### src/design/psls_pkg.sv
// Package with the types, constants and codes shared by the segment length statistics block.
package psls_pkg;

  localparam int MAX_NODES  = 64;
  localparam int COORD_BITS = 24;

  localparam int LEN_W     = 26;
  localparam int SUM_W     = 32;
  localparam int CNT_W     = $clog2(MAX_NODES);
  localparam int ROOT_BITS = COORD_BITS + 1;
  localparam int SQ_W      = 2 * ROOT_BITS;
  localparam int REM_W     = ROOT_BITS + 3;
  localparam int EXT_W     = (ROOT_BITS > LEN_W) ? ROOT_BITS : LEN_W;
  localparam int ITER_MAX  = (ROOT_BITS > SUM_W) ? ROOT_BITS : SUM_W;
  localparam int ITER_W    = $clog2(ITER_MAX);

  localparam logic [LEN_W-1:0] LEN_MAX = {LEN_W{1'b1}};

  localparam int CFG_IDX_W  = 1;
  localparam int CFG_DATA_W = LEN_W;

  localparam logic [CFG_IDX_W-1:0] REG_LENGTH_MODE = 1'b0;
  localparam logic [CFG_IDX_W-1:0] REG_USER_LENGTH = 1'b1;

  localparam logic [1:0] MODE_ACTUAL  = 2'd0;
  localparam logic [1:0] MODE_AVERAGE = 2'd1;
  localparam logic [1:0] MODE_FIXED   = 2'd2;

  localparam logic [1:0] STATUS_OK     = 2'd0;
  localparam logic [1:0] STATUS_NO_SEG = 2'd1;
  localparam logic [1:0] STATUS_LIMIT  = 2'd2;

  typedef struct packed {
    logic signed [COORD_BITS-1:0] x_coord;
    logic signed [COORD_BITS-1:0] y_coord;
    logic signed [COORD_BITS-1:0] z_coord;
    logic                         final_point;
  } in_word_t;

  typedef struct packed {
    logic [LEN_W-1:0] nominal_length;
    logic [LEN_W-1:0] min_length;
    logic [LEN_W-1:0] max_length;
    logic [LEN_W-1:0] mean_length;
    logic [1:0]       status;
    logic             run_end;
  } out_word_t;

  typedef enum logic [1:0] {
    EMIT_SEG,
    EMIT_LONE,
    EMIT_FINAL,
    EMIT_RUN
  } emit_kind_e;

  typedef enum logic [3:0] {
    ST_IDLE,
    ST_CHECK,
    ST_SQUARE,
    ST_ROOT,
    ST_UPDATE,
    ST_POST,
    ST_DIVIDE,
    ST_EMIT_SEG,
    ST_EMIT_LONE,
    ST_EMIT_FINAL,
    ST_EMIT_RUN,
    ST_CLEAR
  } state_e;

  typedef struct packed {
    logic       accept;
    logic       iter_clr;
    logic       sq_step;
    logic       root_step;
    logic       update;
    logic       div_load;
    logic       div_step;
    logic       emit;
    emit_kind_e kind;
    logic       clear;
  } ctrl_cmd_t;

  typedef struct packed {
    logic seg;
    logic final_pt;
    logic mode_avg;
    logic cnt_zero;
    logic sq_last;
    logic root_last;
    logic div_last;
    logic run_last;
    logic out_free;
  } dp_status_t;

endpackage

### src/design/psls_ctrl.sv
// Controller state machine that sequences square, root, divide and result steps.
module psls_ctrl
  import psls_pkg::*;
(
  input  logic       clk_i,
  input  logic       rst_ni,
  input  logic       in_valid_i,
  output logic       in_stall_o,
  output ctrl_cmd_t  cmd_o,
  input  dp_status_t status_i
);

  state_e state_q, state_d;

  always_ff @(posedge clk_i or negedge rst_ni) begin
    if (!rst_ni) begin
      state_q <= ST_IDLE;
    end else begin
      state_q <= state_d;
    end
  end

  always_comb begin
    state_d = state_q;
    case (state_q)
      ST_IDLE: begin
        if (in_valid_i) state_d = ST_CHECK;
      end
      ST_CHECK: begin
        state_d = status_i.seg ? ST_SQUARE : ST_POST;
      end
      ST_SQUARE: begin
        if (status_i.sq_last) state_d = ST_ROOT;
      end
      ST_ROOT: begin
        if (status_i.root_last) state_d = ST_UPDATE;
      end
      ST_UPDATE: begin
        state_d = ST_POST;
      end
      ST_POST: begin
        if (!status_i.final_pt) begin
          state_d = (status_i.seg && !status_i.mode_avg) ? ST_EMIT_SEG : ST_IDLE;
        end else if (status_i.cnt_zero) begin
          state_d = ST_EMIT_LONE;
        end else begin
          state_d = ST_DIVIDE;
        end
      end
      ST_DIVIDE: begin
        if (status_i.div_last) state_d = status_i.mode_avg ? ST_EMIT_RUN : ST_EMIT_FINAL;
      end
      ST_EMIT_SEG: begin
        if (status_i.out_free) state_d = ST_IDLE;
      end
      ST_EMIT_LONE, ST_EMIT_FINAL: begin
        if (status_i.out_free) state_d = ST_CLEAR;
      end
      ST_EMIT_RUN: begin
        if (status_i.out_free && status_i.run_last) state_d = ST_CLEAR;
      end
      ST_CLEAR: begin
        state_d = ST_IDLE;
      end
      default: begin
        state_d = ST_IDLE;
      end
    endcase
  end

  always_comb begin
    cmd_o          = '0;
    cmd_o.kind     = EMIT_SEG;
    cmd_o.iter_clr = 1'b1;
    in_stall_o     = (state_q != ST_IDLE);
    case (state_q)
      ST_IDLE: begin
        cmd_o.accept = in_valid_i;
      end
      ST_SQUARE: begin
        cmd_o.sq_step  = 1'b1;
        cmd_o.iter_clr = status_i.sq_last;
      end
      ST_ROOT: begin
        cmd_o.root_step = 1'b1;
        cmd_o.iter_clr  = 1'b0;
      end
      ST_UPDATE: begin
        cmd_o.update = 1'b1;
      end
      ST_POST: begin
        cmd_o.div_load = 1'b1;
      end
      ST_DIVIDE: begin
        cmd_o.div_step = 1'b1;
        cmd_o.iter_clr = 1'b0;
      end
      ST_EMIT_SEG: begin
        cmd_o.emit = 1'b1;
        cmd_o.kind = EMIT_SEG;
      end
      ST_EMIT_LONE: begin
        cmd_o.emit = 1'b1;
        cmd_o.kind = EMIT_LONE;
      end
      ST_EMIT_FINAL: begin
        cmd_o.emit = 1'b1;
        cmd_o.kind = EMIT_FINAL;
      end
      ST_EMIT_RUN: begin
        cmd_o.emit = 1'b1;
        cmd_o.kind = EMIT_RUN;
      end
      ST_CLEAR: begin
        cmd_o.clear = 1'b1;
      end
      default: begin
        cmd_o.iter_clr = 1'b1;
      end
    endcase
  end

endmodule

### src/design/psls_datapath.sv
// Datapath with chain state, squarer, bitwise square root, divider and output register.
module psls_datapath
  import psls_pkg::*;
(
  input  logic                  clk_i,
  input  logic                  rst_ni,
  input  in_word_t              in_word_i,
  input  logic                  cfg_we_i,
  input  logic [CFG_IDX_W-1:0]  cfg_index_i,
  input  logic [CFG_DATA_W-1:0] cfg_data_i,
  input  ctrl_cmd_t             cmd_i,
  output dp_status_t            status_o,
  output logic                  out_valid_o,
  input  logic                  out_stall_i,
  output out_word_t             out_word_o
);

  logic [1:0]       mode_q;
  logic [LEN_W-1:0] user_q;

  logic signed [COORD_BITS-1:0] prev_x_q, prev_y_q, prev_z_q;
  logic                         have_prev_q;
  logic [CNT_W-1:0]             count_q;
  logic [LEN_W-1:0]             min_q, max_q, len_q;
  logic [SUM_W-1:0]             sum_q;
  logic                         ovf_q;
  in_word_t                     item_q;
  logic                         seg_q;

  logic [COORD_BITS:0] mag_x_q, mag_y_q, mag_z_q;
  logic [ITER_W-1:0]   iter_q;
  logic [SQ_W-1:0]     rad_q;
  logic [REM_W-1:0]    rem_q;
  logic [ROOT_BITS-1:0] root_q;
  logic [SUM_W-1:0]    quo_q;
  logic [CNT_W-1:0]    drem_q;
  logic [CNT_W-1:0]    run_q;

  logic                out_valid_q;
  out_word_t           out_q;

  logic                  at_limit;
  logic signed [COORD_BITS:0] dx, dy, dz;
  logic [COORD_BITS:0]   mag_sel;
  logic [SQ_W-1:0]       sq;
  logic [REM_W-1:0]      rem_shift, root_trial;
  logic                  root_ge;
  logic [EXT_W-1:0]      root_ext;
  logic [LEN_W-1:0]      len_new;
  logic [CNT_W:0]        div_t;
  logic                  div_ge;
  logic [LEN_W-1:0]      mean;
  logic [LEN_W-1:0]      seg_nom;
  logic [1:0]            fin_status;
  logic                  out_free, out_load;
  out_word_t             out_d;

  function automatic logic [COORD_BITS:0] abs_diff(logic signed [COORD_BITS:0] d);
    abs_diff = d[COORD_BITS] ? (COORD_BITS+1)'(-d) : (COORD_BITS+1)'(d);
  endfunction

  assign at_limit = have_prev_q && (count_q == CNT_W'(MAX_NODES - 1));
  assign dx = {in_word_i.x_coord[COORD_BITS-1], in_word_i.x_coord}
            - {prev_x_q[COORD_BITS-1], prev_x_q};
  assign dy = {in_word_i.y_coord[COORD_BITS-1], in_word_i.y_coord}
            - {prev_y_q[COORD_BITS-1], prev_y_q};
  assign dz = {in_word_i.z_coord[COORD_BITS-1], in_word_i.z_coord}
            - {prev_z_q[COORD_BITS-1], prev_z_q};

  always_comb begin
    case (iter_q[1:0])
      2'd0:    mag_sel = mag_x_q;
      2'd1:    mag_sel = mag_y_q;
      default: mag_sel = mag_z_q;
    endcase
  end

  assign sq = SQ_W'(mag_sel) * SQ_W'(mag_sel);

  assign rem_shift  = {rem_q[REM_W-3:0], rad_q[SQ_W-1 -: 2]};
  assign root_trial = {(REM_W-2)'(root_q), 2'b01};
  assign root_ge    = (rem_shift >= root_trial);

  assign root_ext = EXT_W'(root_q);
  assign len_new  = (root_ext > EXT_W'(LEN_MAX)) ? LEN_MAX : root_ext[LEN_W-1:0];

  assign div_t  = {drem_q, quo_q[SUM_W-1]};
  assign div_ge = (div_t >= {1'b0, count_q});
  assign mean   = quo_q[LEN_W-1:0];

  assign seg_nom    = (mode_q == MODE_ACTUAL) ? len_q : user_q;
  assign fin_status = ovf_q ? STATUS_LIMIT : STATUS_OK;

  always_ff @(posedge clk_i or negedge rst_ni) begin
    if (!rst_ni) begin
      mode_q <= MODE_ACTUAL;
      user_q <= '0;
    end else if (cfg_we_i) begin
      case (cfg_index_i)
        REG_LENGTH_MODE: mode_q <= cfg_data_i[1:0];
        REG_USER_LENGTH: user_q <= cfg_data_i[LEN_W-1:0];
        default:         mode_q <= mode_q;
      endcase
    end
  end

  always_ff @(posedge clk_i or negedge rst_ni) begin
    if (!rst_ni) begin
      have_prev_q <= 1'b0;
      count_q     <= '0;
      min_q       <= LEN_MAX;
      max_q       <= '0;
      sum_q       <= '0;
      ovf_q       <= 1'b0;
      seg_q       <= 1'b0;
      iter_q      <= '0;
      run_q       <= '0;
    end else begin
      if (cmd_i.iter_clr) begin
        iter_q <= '0;
      end else if (cmd_i.sq_step || cmd_i.root_step || cmd_i.div_step) begin
        iter_q <= iter_q + ITER_W'(1);
      end
      if (cmd_i.accept) begin
        seg_q <= have_prev_q && !at_limit;
        if (at_limit) ovf_q <= 1'b1;
        if (!have_prev_q) have_prev_q <= 1'b1;
      end
      if (cmd_i.update) begin
        sum_q   <= sum_q + SUM_W'(len_new);
        count_q <= count_q + CNT_W'(1);
        if (len_new < min_q) min_q <= len_new;
        if (len_new > max_q) max_q <= len_new;
      end
      if (cmd_i.div_load) begin
        run_q <= '0;
      end else if (out_load && cmd_i.kind == EMIT_RUN) begin
        run_q <= run_q + CNT_W'(1);
      end
      if (cmd_i.clear) begin
        have_prev_q <= 1'b0;
        count_q     <= '0;
        min_q       <= LEN_MAX;
        max_q       <= '0;
        sum_q       <= '0;
        ovf_q       <= 1'b0;
      end
    end
  end

  always_ff @(posedge clk_i) begin
    if (cmd_i.accept) begin
      item_q  <= in_word_i;
      mag_x_q <= abs_diff(dx);
      mag_y_q <= abs_diff(dy);
      mag_z_q <= abs_diff(dz);
      if (!have_prev_q) begin
        prev_x_q <= in_word_i.x_coord;
        prev_y_q <= in_word_i.y_coord;
        prev_z_q <= in_word_i.z_coord;
      end
    end
    if (cmd_i.sq_step) begin
      rad_q  <= (iter_q == '0) ? sq : rad_q + sq;
      rem_q  <= '0;
      root_q <= '0;
    end
    if (cmd_i.root_step) begin
      rad_q  <= {rad_q[SQ_W-3:0], 2'b00};
      rem_q  <= root_ge ? rem_shift - root_trial : rem_shift;
      root_q <= {root_q[ROOT_BITS-2:0], root_ge};
    end
    if (cmd_i.update) begin
      len_q    <= len_new;
      prev_x_q <= item_q.x_coord;
      prev_y_q <= item_q.y_coord;
      prev_z_q <= item_q.z_coord;
    end
    if (cmd_i.clear) begin
      prev_x_q <= '0;
      prev_y_q <= '0;
      prev_z_q <= '0;
    end
    if (cmd_i.div_load) begin
      quo_q  <= sum_q;
      drem_q <= '0;
    end
    if (cmd_i.div_step) begin
      quo_q  <= {quo_q[SUM_W-2:0], div_ge};
      drem_q <= div_ge ? CNT_W'(div_t - {1'b0, count_q}) : div_t[CNT_W-1:0];
    end
    if (out_load) begin
      out_q <= out_d;
    end
  end

  always_comb begin
    out_d = '0;
    case (cmd_i.kind)
      EMIT_SEG: begin
        out_d.nominal_length = seg_nom;
        out_d.min_length     = min_q;
        out_d.max_length     = max_q;
      end
      EMIT_LONE: begin
        out_d.status  = STATUS_NO_SEG;
        out_d.run_end = 1'b1;
      end
      EMIT_FINAL: begin
        out_d.nominal_length = seg_q ? seg_nom : '0;
        out_d.min_length     = min_q;
        out_d.max_length     = max_q;
        out_d.mean_length    = mean;
        out_d.status         = fin_status;
        out_d.run_end        = 1'b1;
      end
      EMIT_RUN: begin
        out_d.nominal_length = mean;
        out_d.min_length     = min_q;
        out_d.max_length     = max_q;
        if (status_o.run_last) begin
          out_d.mean_length = mean;
          out_d.status      = fin_status;
          out_d.run_end     = 1'b1;
        end
      end
      default: begin
        out_d = '0;
      end
    endcase
  end

  assign out_free = !out_valid_q || !out_stall_i;
  assign out_load = cmd_i.emit && out_free;

  always_ff @(posedge clk_i or negedge rst_ni) begin
    if (!rst_ni) begin
      out_valid_q <= 1'b0;
    end else if (out_load) begin
      out_valid_q <= 1'b1;
    end else if (!out_stall_i) begin
      out_valid_q <= 1'b0;
    end
  end

  assign out_valid_o = out_valid_q;
  assign out_word_o  = out_q;

  always_comb begin
    status_o           = '0;
    status_o.seg       = seg_q;
    status_o.final_pt  = item_q.final_point;
    status_o.mode_avg  = (mode_q == MODE_AVERAGE);
    status_o.cnt_zero  = (count_q == '0);
    status_o.sq_last   = (iter_q == ITER_W'(2));
    status_o.root_last = (iter_q == ITER_W'(ROOT_BITS - 1));
    status_o.div_last  = (iter_q == ITER_W'(SUM_W - 1));
    status_o.run_last  = (({1'b0, run_q} + (CNT_W+1)'(1)) == {1'b0, count_q});
    status_o.out_free  = out_free;
  end

endmodule

### src/design/polyline_segment_length_stats_unit.sv
// Top level of the polyline segment length statistics block.
// Points enter one word at a time and are taken only while the block is idle. A point that
// closes a segment holds the input from its accepting cycle to the next one: it is accepted,
// checked, squared axis by axis on the shared squarer and passed to the square root unit,
// which settles one result bit per cycle; then the statistics are updated, the divider is
// preset and the output register is loaded. In average mode such a point loads no word. A
// final point also runs the one-bit-per-cycle divider for the mean, then clears the chain,
// and in average mode loads one word of the mean run per cycle while the output is not held.
// A point that is not final and forms no segment is accepted, checked and passed through the
// post step; a lone final point then also loads one word and clears the chain. A waiting word
// that holds the output register stalls the step that loads the next word.
module polyline_segment_length_stats_unit
  import psls_pkg::*;
(
  input  logic                  clk_i,
  input  logic                  rst_ni,
  input  logic                  in_valid_i,
  output logic                  in_stall_o,
  input  in_word_t              in_word_i,
  output logic                  out_valid_o,
  input  logic                  out_stall_i,
  output out_word_t             out_word_o,
  input  logic                  cfg_we_i,
  input  logic [CFG_IDX_W-1:0]  cfg_index_i,
  input  logic [CFG_DATA_W-1:0] cfg_data_i
);

  ctrl_cmd_t  cmd;
  dp_status_t status;

  psls_ctrl u_ctrl (
    .clk_i      (clk_i),
    .rst_ni     (rst_ni),
    .in_valid_i (in_valid_i),
    .in_stall_o (in_stall_o),
    .cmd_o      (cmd),
    .status_i   (status)
  );

  psls_datapath u_datapath (
    .clk_i       (clk_i),
    .rst_ni      (rst_ni),
    .in_word_i   (in_word_i),
    .cfg_we_i    (cfg_we_i),
    .cfg_index_i (cfg_index_i),
    .cfg_data_i  (cfg_data_i),
    .cmd_i       (cmd),
    .status_o    (status),
    .out_valid_o (out_valid_o),
    .out_stall_i (out_stall_i),
    .out_word_o  (out_word_o)
  );

  a_accept_then_busy: assert property (@(posedge clk_i) disable iff (!rst_ni)
    (in_valid_i && !in_stall_o) |=> in_stall_o)
    else $error("block took a word and did not go busy");

  a_emit_while_busy: assert property (@(posedge clk_i) disable iff (!rst_ni)
    cmd.emit |-> in_stall_o)
    else $error("result issued while input side was open");

  a_status_on_end: assert property (@(posedge clk_i) disable iff (!rst_ni)
    (out_valid_o && out_word_o.status != STATUS_OK) |-> out_word_o.run_end)
    else $error("status set on a result that does not end the chain");

  a_mean_on_end: assert property (@(posedge clk_i) disable iff (!rst_ni)
    (out_valid_o && out_word_o.mean_length != '0) |-> out_word_o.run_end)
    else $error("mean set on a result that does not end the chain");

endmodule
### config.mk
export PLATFORM = sky130hd
export DESIGN_NAME = polyline_segment_length_stats_unit
export DESIGN_NICKNAME = d
export VERILOG_FILES = /design/src/design/psls_pkg.sv /design/src/design/psls_ctrl.sv /design/src/design/psls_datapath.sv /design/src/design/polyline_segment_length_stats_unit.sv
export SDC_FILE = /design/constraint.sdc
export NUM_CORES = 2
export LEC_CHECK = 0
export BUFFER_PORTS_ARGS = -buffer_cell sky130_fd_sc_hd__buf_2
export CAP_MARGIN = 20
export CORE_MARGIN = 1.5
export CORE_UTILIZATION = 25
export CTS_BUF_LIST = sky130_fd_sc_hd__clkbuf_4
export DETAILED_ROUTE_END_ITERATION = 8
export GPL_TIMING_DRIVEN = 0
export PLACE_DENSITY = 0.41
export SYNTH_ARGS = -nofsm -noshare
export SYNTH_HDL_FRONTEND = slang
export SYNTH_HIERARCHICAL = 1
export SYNTH_SLANG_ARGS = --single-unit
### constraint.sdc
create_clock -name clk_i -period 14 [get_ports clk_i]
set_input_delay 1.4 -clock clk_i [delete_from_list [all_inputs] [get_ports clk_i]]
set_output_delay 1.4 -clock clk_i [all_outputs]
set_load 0.05 [all_outputs]
After elaboration in Yosys (flattened, before gate mapping) --
Index checks and enable logic that the tools add are counted.
Operators by class: add/subtract/negate cells 14, $mul 1, divide/modulo/power cells 0, shift-type cells 0, mux-type cells 77, bitwise operators 1, reductions and logical operators 39, order comparisons 5, equality and inequality tests 30
Operators by type and width (number):
- $mux 26 | 12
- $mux 24 | 12
- $pmux 78 s3 | 1
- $mux 50 | 3
- $mux 32 | 4
- $neg 25->25 | 3
- $sub 24x24->25 | 3
- $pmux 26 s2 | 1
- $add 50x50->50 | 1
- $mul 25x25->50 | 1
- $mux 25 | 2
- $pmux 25 s2 | 1
- $mux 6 | 7
- $pmux 4 s10 | 1
- $mux 4 | 9
- $add 32x26->32 | 1
- $mux 29 | 1
- $ge 28x27->1 | 1
- $gt 25x26->1 const B | 1
- $gt 26x26->1 | 1
- $lt 26x26->1 | 1
- $sub 26x26->26 | 1
- $reduce_bool 2->1 | 10
- $eq 4x3->1 const B | 4
- other kinds (35) | 85
Storage, ports and cells: memories 0, bits in writable memories 0, latch bits 0, bits of input ports 105, ROM bits 0, output and inout bits 109, logic and storage cells 206, flip-flop bits (word level) 629

Logic depth before layout (Yosys ltp) --
depth after elaboration 7, depth in mapped cells 49, depth with buffers taken out 45

Hierarchy --
The synthesis kept the hierarchy.
By module, submodules not included:
- psls_datapath | cells each 5667, area each 53849.1 um2, instances 1, sequential area each 17309.1 um2
- psls_ctrl | cells each 68, area each 508.0 um2, instances 1, sequential area each 100.1 um2

Worst setup path before layout --
No wires, ideal clock.
path type register to register, from register u_datapath.iter_q[1], to register u_datapath.rad_q[43], data pin, clock period less this slack 10870 ps, cell stages (with the launch flop) 48, buffers on the path 6, slack 3130 ps, library setup time 271 ps, arrival 10600 ps, path through dfrtp_1 -> inv_1 -> ha_1 -> clkbuf_1 -> nor2_1 -> clkbuf_1 -> buf_1 -> a21oi_1 -> clkinv_1 -> clkbuf_1 -> nand2_1 -> fa_1 -> inv_1 -> fa_1 -> inv_1 -> fa_1 -> fa_1 -> inv_1 -> [12 not listed] -> a21boi_0 -> nor2_1 -> a21oi_1 -> xnor2_1 -> ha_1 -> clkbuf_1 -> a21oi_1 -> o21ai_0 -> a32oi_1 -> a31oi_1 -> a2111oi_0 -> nor2_1 -> a31o_2 -> and3_1 -> a31o_2 -> nor3b_1 -> a211oi_1 -> a21oi_1
Between the ends: cells in the longest elaborated chain, start to end 7
RTL lines:
- from (decl) | line psls_datapath.sv:31 | logic [ITER_W-1:0] iter_q;
- from (signal assigned) | line psls_datapath.sv:122 | iter_q <= iter_q + ITER_W'(1);
- $eq 2x1->1 / $logic_not 2->1 (equally long branches) | line psls_datapath.sv:71 | case (iter_q[1:0])
- $pmux 25 s2 | line psls_datapath.sv:71
- $mul 25x25->50 | line psls_datapath.sv:78 | assign sq = SQ_W'(mag_sel) * SQ_W'(mag_sel);
- $add 50x50->50 | line psls_datapath.sv:164 | rad_q <= (iter_q == '0) ? sq : rad_q + sq;
- $mux 50 * | line psls_datapath.sv:164
- $mux 50 * | line psls_datapath.sv:163 | if (cmd_i.sq_step) begin
- $mux 50 * | line psls_datapath.sv:168 | if (cmd_i.root_step) begin
- to (signal assigned) | line psls_datapath.sv:164
- to (signal assigned) | line psls_datapath.sv:169 | rad_q <= {rad_q[SQ_W-3:0], 2'b00};
- to (decl) | line psls_datapath.sv:32 | logic [SQ_W-1:0] rad_q;
Mark *: on every way between the ends. The rest lies on a longest branch, timed or not. The select of a mux whose other input is x is not followed. A chain may end at the register's enable or synchronous reset.

Worst setup path after layout --
from register u_datapath.iter_q[0], to register u_datapath.rad_q[49], data pin
Same word-level chain as after synthesis.

==> load_flow_metrics.sql <==
INSERT INTO impl_metrics (metric_group, metric, value, unit) VALUES
('run_status', 'outcome', 'complete, no violations', ''),
('place', 'dpl_cell_area', '59340', 'um^2'),
('die', 'die_x', '469.3', 'um'),
('die', 'std_cell_rows', '170', ''),
('sta', 'finalSetupViolCount', '0', ''),
('detailed_routing', 'via_count_normalized_by_instance_count', '4.551', ''),
('grt', 'globalRouteMet1Util', '20.11', '%'),
('grt', 'first_global_vias', '42830', ''),
('clocking', 'tritoncts', 'done', ''),
('sta', 'final.min_clock_period', '13440', 'ps'),
('cells_and_area', 'final-instance-count-excl-fill', '9157', ''),
('grt', 'grt_antenna_before_repair', '14', ''),
('yosys', 'postSynth.asyncResetShare', '21.73', '%'),
('yosys', 'synth.ff_latch_count', '626', ''),
('grt', 'grt.busiest_layer', 'met2', ''),
('yosys', 'synthesis.area_per_instance', '9.478', 'um^2'),
('clocking', 'htree_levels', '4', ''),
('die', 'initial_core_util', '25.25', '%'),
('yosys', 'synth.top_cells.by_area', 'sky130_fd_sc_hd__edfxtp_1 23%, sky130_fd_sc_hd__fa_1 17%, sky130_fd_sc_hd__ha_1 9.7%, sky130_fd_sc_hd__inv_1 6.2%, sky130_fd_sc_hd__dfrtp_1 5.1%', ''),
('sta', 'layout_worst_path_cycle_share', '96.03', '%'),
('setup_path', 'timing.critical_path.fanout_max', '10', ''),
('clocking', 'cts.root.buffer_cell', 'sky130_fd_sc_hd__clkbuf_4', ''),
('yosys', 'synth_seq_area_share', '32.03', '%'),
('setup_path', 'worst_path_max_delay_cell', 'sky130_fd_sc_hd__fa_1', ''),
('yosys', 'area_of_the_mapped_netlist', '54360', 'um^2'),
('hold_path', 'hold_class', 'input port to register', ''),
('place', 'gp_routability_congestion', '0.8702', ''),
('clocking', 'postCtsSetupBuffers', '0', ''),
('grt', 'grt_pass1_wl', '257.3', 'mm'),
('detailed_routing', 'drc', '0', ''),
('yosys', 'cell_type_contributing_the_most_total_cell_area_after_synthesis', 'sky130_fd_sc_hd__edfxtp_1', ''),
('grt', 'use_met3', '3.130', '%'),
('cells_and_area', 'post_route_cells_drive_above_1_share', '11.06', '%'),
('die', 'placeableCoreArea', '215300', 'um^2'),
('yosys', 'synth_top_area_share', '22.98', '%'),
('cells_and_area', 'layout.filler_cells', '23200', ''),
('grt', 'groute.layer.met2.usage', '24.52', '%'),
('yosys', 'synth_enable_flop_cells', '416', ''),
('sta', 'fmax', '0.07438', 'GHz'),
('sta', 'relSlewSlack', '32.03', '%'),
('detailed_routing', 'final_antenna_net_count', '0', ''),
('clocking', 'clk_path_buf_depth', '3', ''),
('place', 'hpwlAfterDp', '133.3', 'mm'),
('setup_path', 'worstSetupPathType', 'register to register', ''),
('setup_path', 'timing.critical_path.buf_inv', '11', ''),
('sta', 'hold_violations', '0', ''),
('grt', 'grt_start_max_net_pins', '74', ''),
('setup_path', 'timing.critical_path.from_type', 'register', ''),
('setup_path', 'worst_path_dominant_cell_family', 'adder cells', ''),
('yosys', 'count_leader_synth', 'sky130_fd_sc_hd__inv_1', ''),
('cells_and_area', 'syn2layout_area_growth', '13.99', '%'),
('flow_run', 'cap_violations', '0', ''),
('die', 'dieArea', '220200', 'um^2'),
('detailed_routing', 'routed-via-count', '41670', ''),
('setup_path', 'critical_path_arrival', '14340', 'ps'),
('sta', 'report.final.slew_viol_count', '0', ''),
('clocking', 'clk_pin_slew', '70', 'ps'),
('clocking', 'tritoncts_num_sinks', '626', ''),
('die', 'die_height', '469.3', 'um'),
('cells_and_area', 'final_design_area_no_fill', '61960', 'um^2'),
('yosys', 'post_synth_inst_count', '5735', ''),
('detailed_routing', 'wirelength', '169.0', 'mm'),
('setup_path', 'cp.required', '14900', 'ps'),
('yosys', 'synthesis.yosys.warnings', '6', ''),
('grt', 'overflow', '0', ''),
('die', 'num_io_pins', '214', ''),
('clocking', 'clk_latency', '1220', 'ps'),
('yosys', 'synth_ff_type', 'sky130_fd_sc_hd__edfxtp_1', ''),
('detailed_routing', 'drt_pass1_iterations', '6', ''),
('setup_path', 'critical_path.most_common_cell', 'sky130_fd_sc_hd__fa_1', ''),
('cells_and_area', 'layout.core_utilization', '28.79', '%');
sequential cells by signal, indices dropped and copies added (netlist names), 25 cells and up:
name / flops
u_datapath/mag_x_q: 25
u_datapath/root_q: 25
u_datapath/mag_z_q: 25
u_datapath/sum_q: 32
u_datapath/len_q: 25
u_datapath/max_q: 25
u_datapath/min_q: 26
u_datapath/mag_y_q: 25
u_datapath/quo_q: 32
u_datapath/rem_q: 26
u_datapath/user_q: 26
u_datapath/out_word_o: 106
u_datapath/rad_q: 50
u_datapath/item_q: 72
stage by stage:
stage                     worst slack (ps)  TNS [ps]  hold slack [ps]
after floorplan                       3130         0            447.4
after global placement               -1569    -16150            454.8
after detailed placement             239.6         0            461.8
after CTS                            202.9         0            196.5
after global routing                -4.327    -4.327            233.2
final                                555.8         0            414.1
routing by layer:
layer / part of all wire [%] / wire length, um / vias up
met5: 0.029 / 49 / -
met2: 46 / 78410 / 880
met4: 2.8 / 4797 / 8
met3: 5.1 / 8543 / 237
met1: 46 / 77170 / 20510
li1: - / - / 20040
worst register-to-register path, delay by kind of cell, from the launching register on:
family | cells | cell delay [ps]
AND/OR/NAND/NOR | 6 | 1330
XOR/XNOR | 3 | 630
AO/OA/AOI/OAI | 15 | 3550
flip-flops | 1 | 440
adder cells (fa/ha/maj) | 10 | 4570
buffers and inverters | 11 | 2650
path summary, 6_finish.rpt:
check                                                  from                                   end  slack [ps]  cells past startpoint
hold reg to reg             u_datapath/item_q[67]$_DFFE_PP_  u_datapath/prev_x_q[18]$_SDFFE_PP0P_         440                      2
min in group asynchronous                            rst_ni     u_datapath/user_q[14]$_DFFE_PN0P_         750                      2
max in group asynchronous                            rst_ni      u_datapath/sum_q[28]$_DFFE_PN0P_       12360                      3
setup / recovery           u_datapath/iter_q[0]$_DFFE_PN0P_        u_datapath/rad_q[49]$_DFFE_PP_         560                     45
setup reg to reg           u_datapath/iter_q[0]$_DFFE_PN0P_        u_datapath/rad_q[49]$_DFFE_PP_         560                     45
hold / removal                               cfg_data_i[20]     u_datapath/user_q[20]$_DFFE_PN0P_         410                      2
placed cells by master (no fill, tap or decap), types with 101 or more instances in the layout:
master / n
sky130_fd_sc_hd__xnor2_1: 181
sky130_fd_sc_hd__a21o_1: 136
sky130_fd_sc_hd__a21oi_1: 416
sky130_fd_sc_hd__edfxtp_1: 416
sky130_fd_sc_hd__nand2_1: 375
sky130_fd_sc_hd__fa_1: 475
sky130_fd_sc_hd__xor2_1: 103
sky130_fd_sc_hd__mux2i_1: 101
sky130_fd_sc_hd__buf_2: 215
sky130_fd_sc_hd__inv_1: 903
sky130_fd_sc_hd__clkbuf_4: 277
sky130_fd_sc_hd__dfrtp_1: 110
sky130_fd_sc_hd__o21ai_0: 207
sky130_fd_sc_hd__ha_1: 420
sky130_fd_sc_hd__nor2_1: 727
sky130_fd_sc_hd__clkbuf_1: 176
timing repair:
| item | 4_1_cts | 5_1_grt |
|---|---|---|
| hold buffers | 1 | 0 |
| setup endpoints to repair | 0 | 10 |
| gates resized for setup | 0 | 31 |
| endpoints found under the hold margin | 6 | 0 |
layout make-up:
type | count | area, um^2 | area share [%]
multi-input combinational | 3981 | 32730 | 52.82
sequential | 626 | 17410 | 28.10
tap | 2838 | 3551 | 5.731
inverter | 913 | 3431 | 5.537
clock buffer | 277 | 2079 | 3.356
timing repair buffer | 236 | 1431 | 2.310
buffer | 214 | 848.3 | 1.369
clock inverter | 63 | 462.9 | 0.7471
antenna | 9 | 22.52 | 0.03635
cells by family (layout without fill, tap and decap cells):
| group | count (synthesis) | in the layout | synth area share, % |
|---|---|---|---|
| flip-flops | 626 | 626 | 32.03 |
| AND/OR/NAND/NOR | 1522 | 1522 | 12.37 |
| other | 1 | 10 | 0.006899 |
| XOR/XNOR | 285 | 285 | 4.606 |
| buffers and inverters | 1128 | 1703 | 7.845 |
| AO/OA/AOI/OAI | 1113 | 1113 | 12.80 |
| adder cells (fa/ha/maj) | 895 | 895 | 27.16 |
| multiplexers | 165 | 165 | 3.186 |
Power is left out: the tool's default activity adds up to more than one toggle a clock period on the data nets, which glitch-free logic cannot reach.
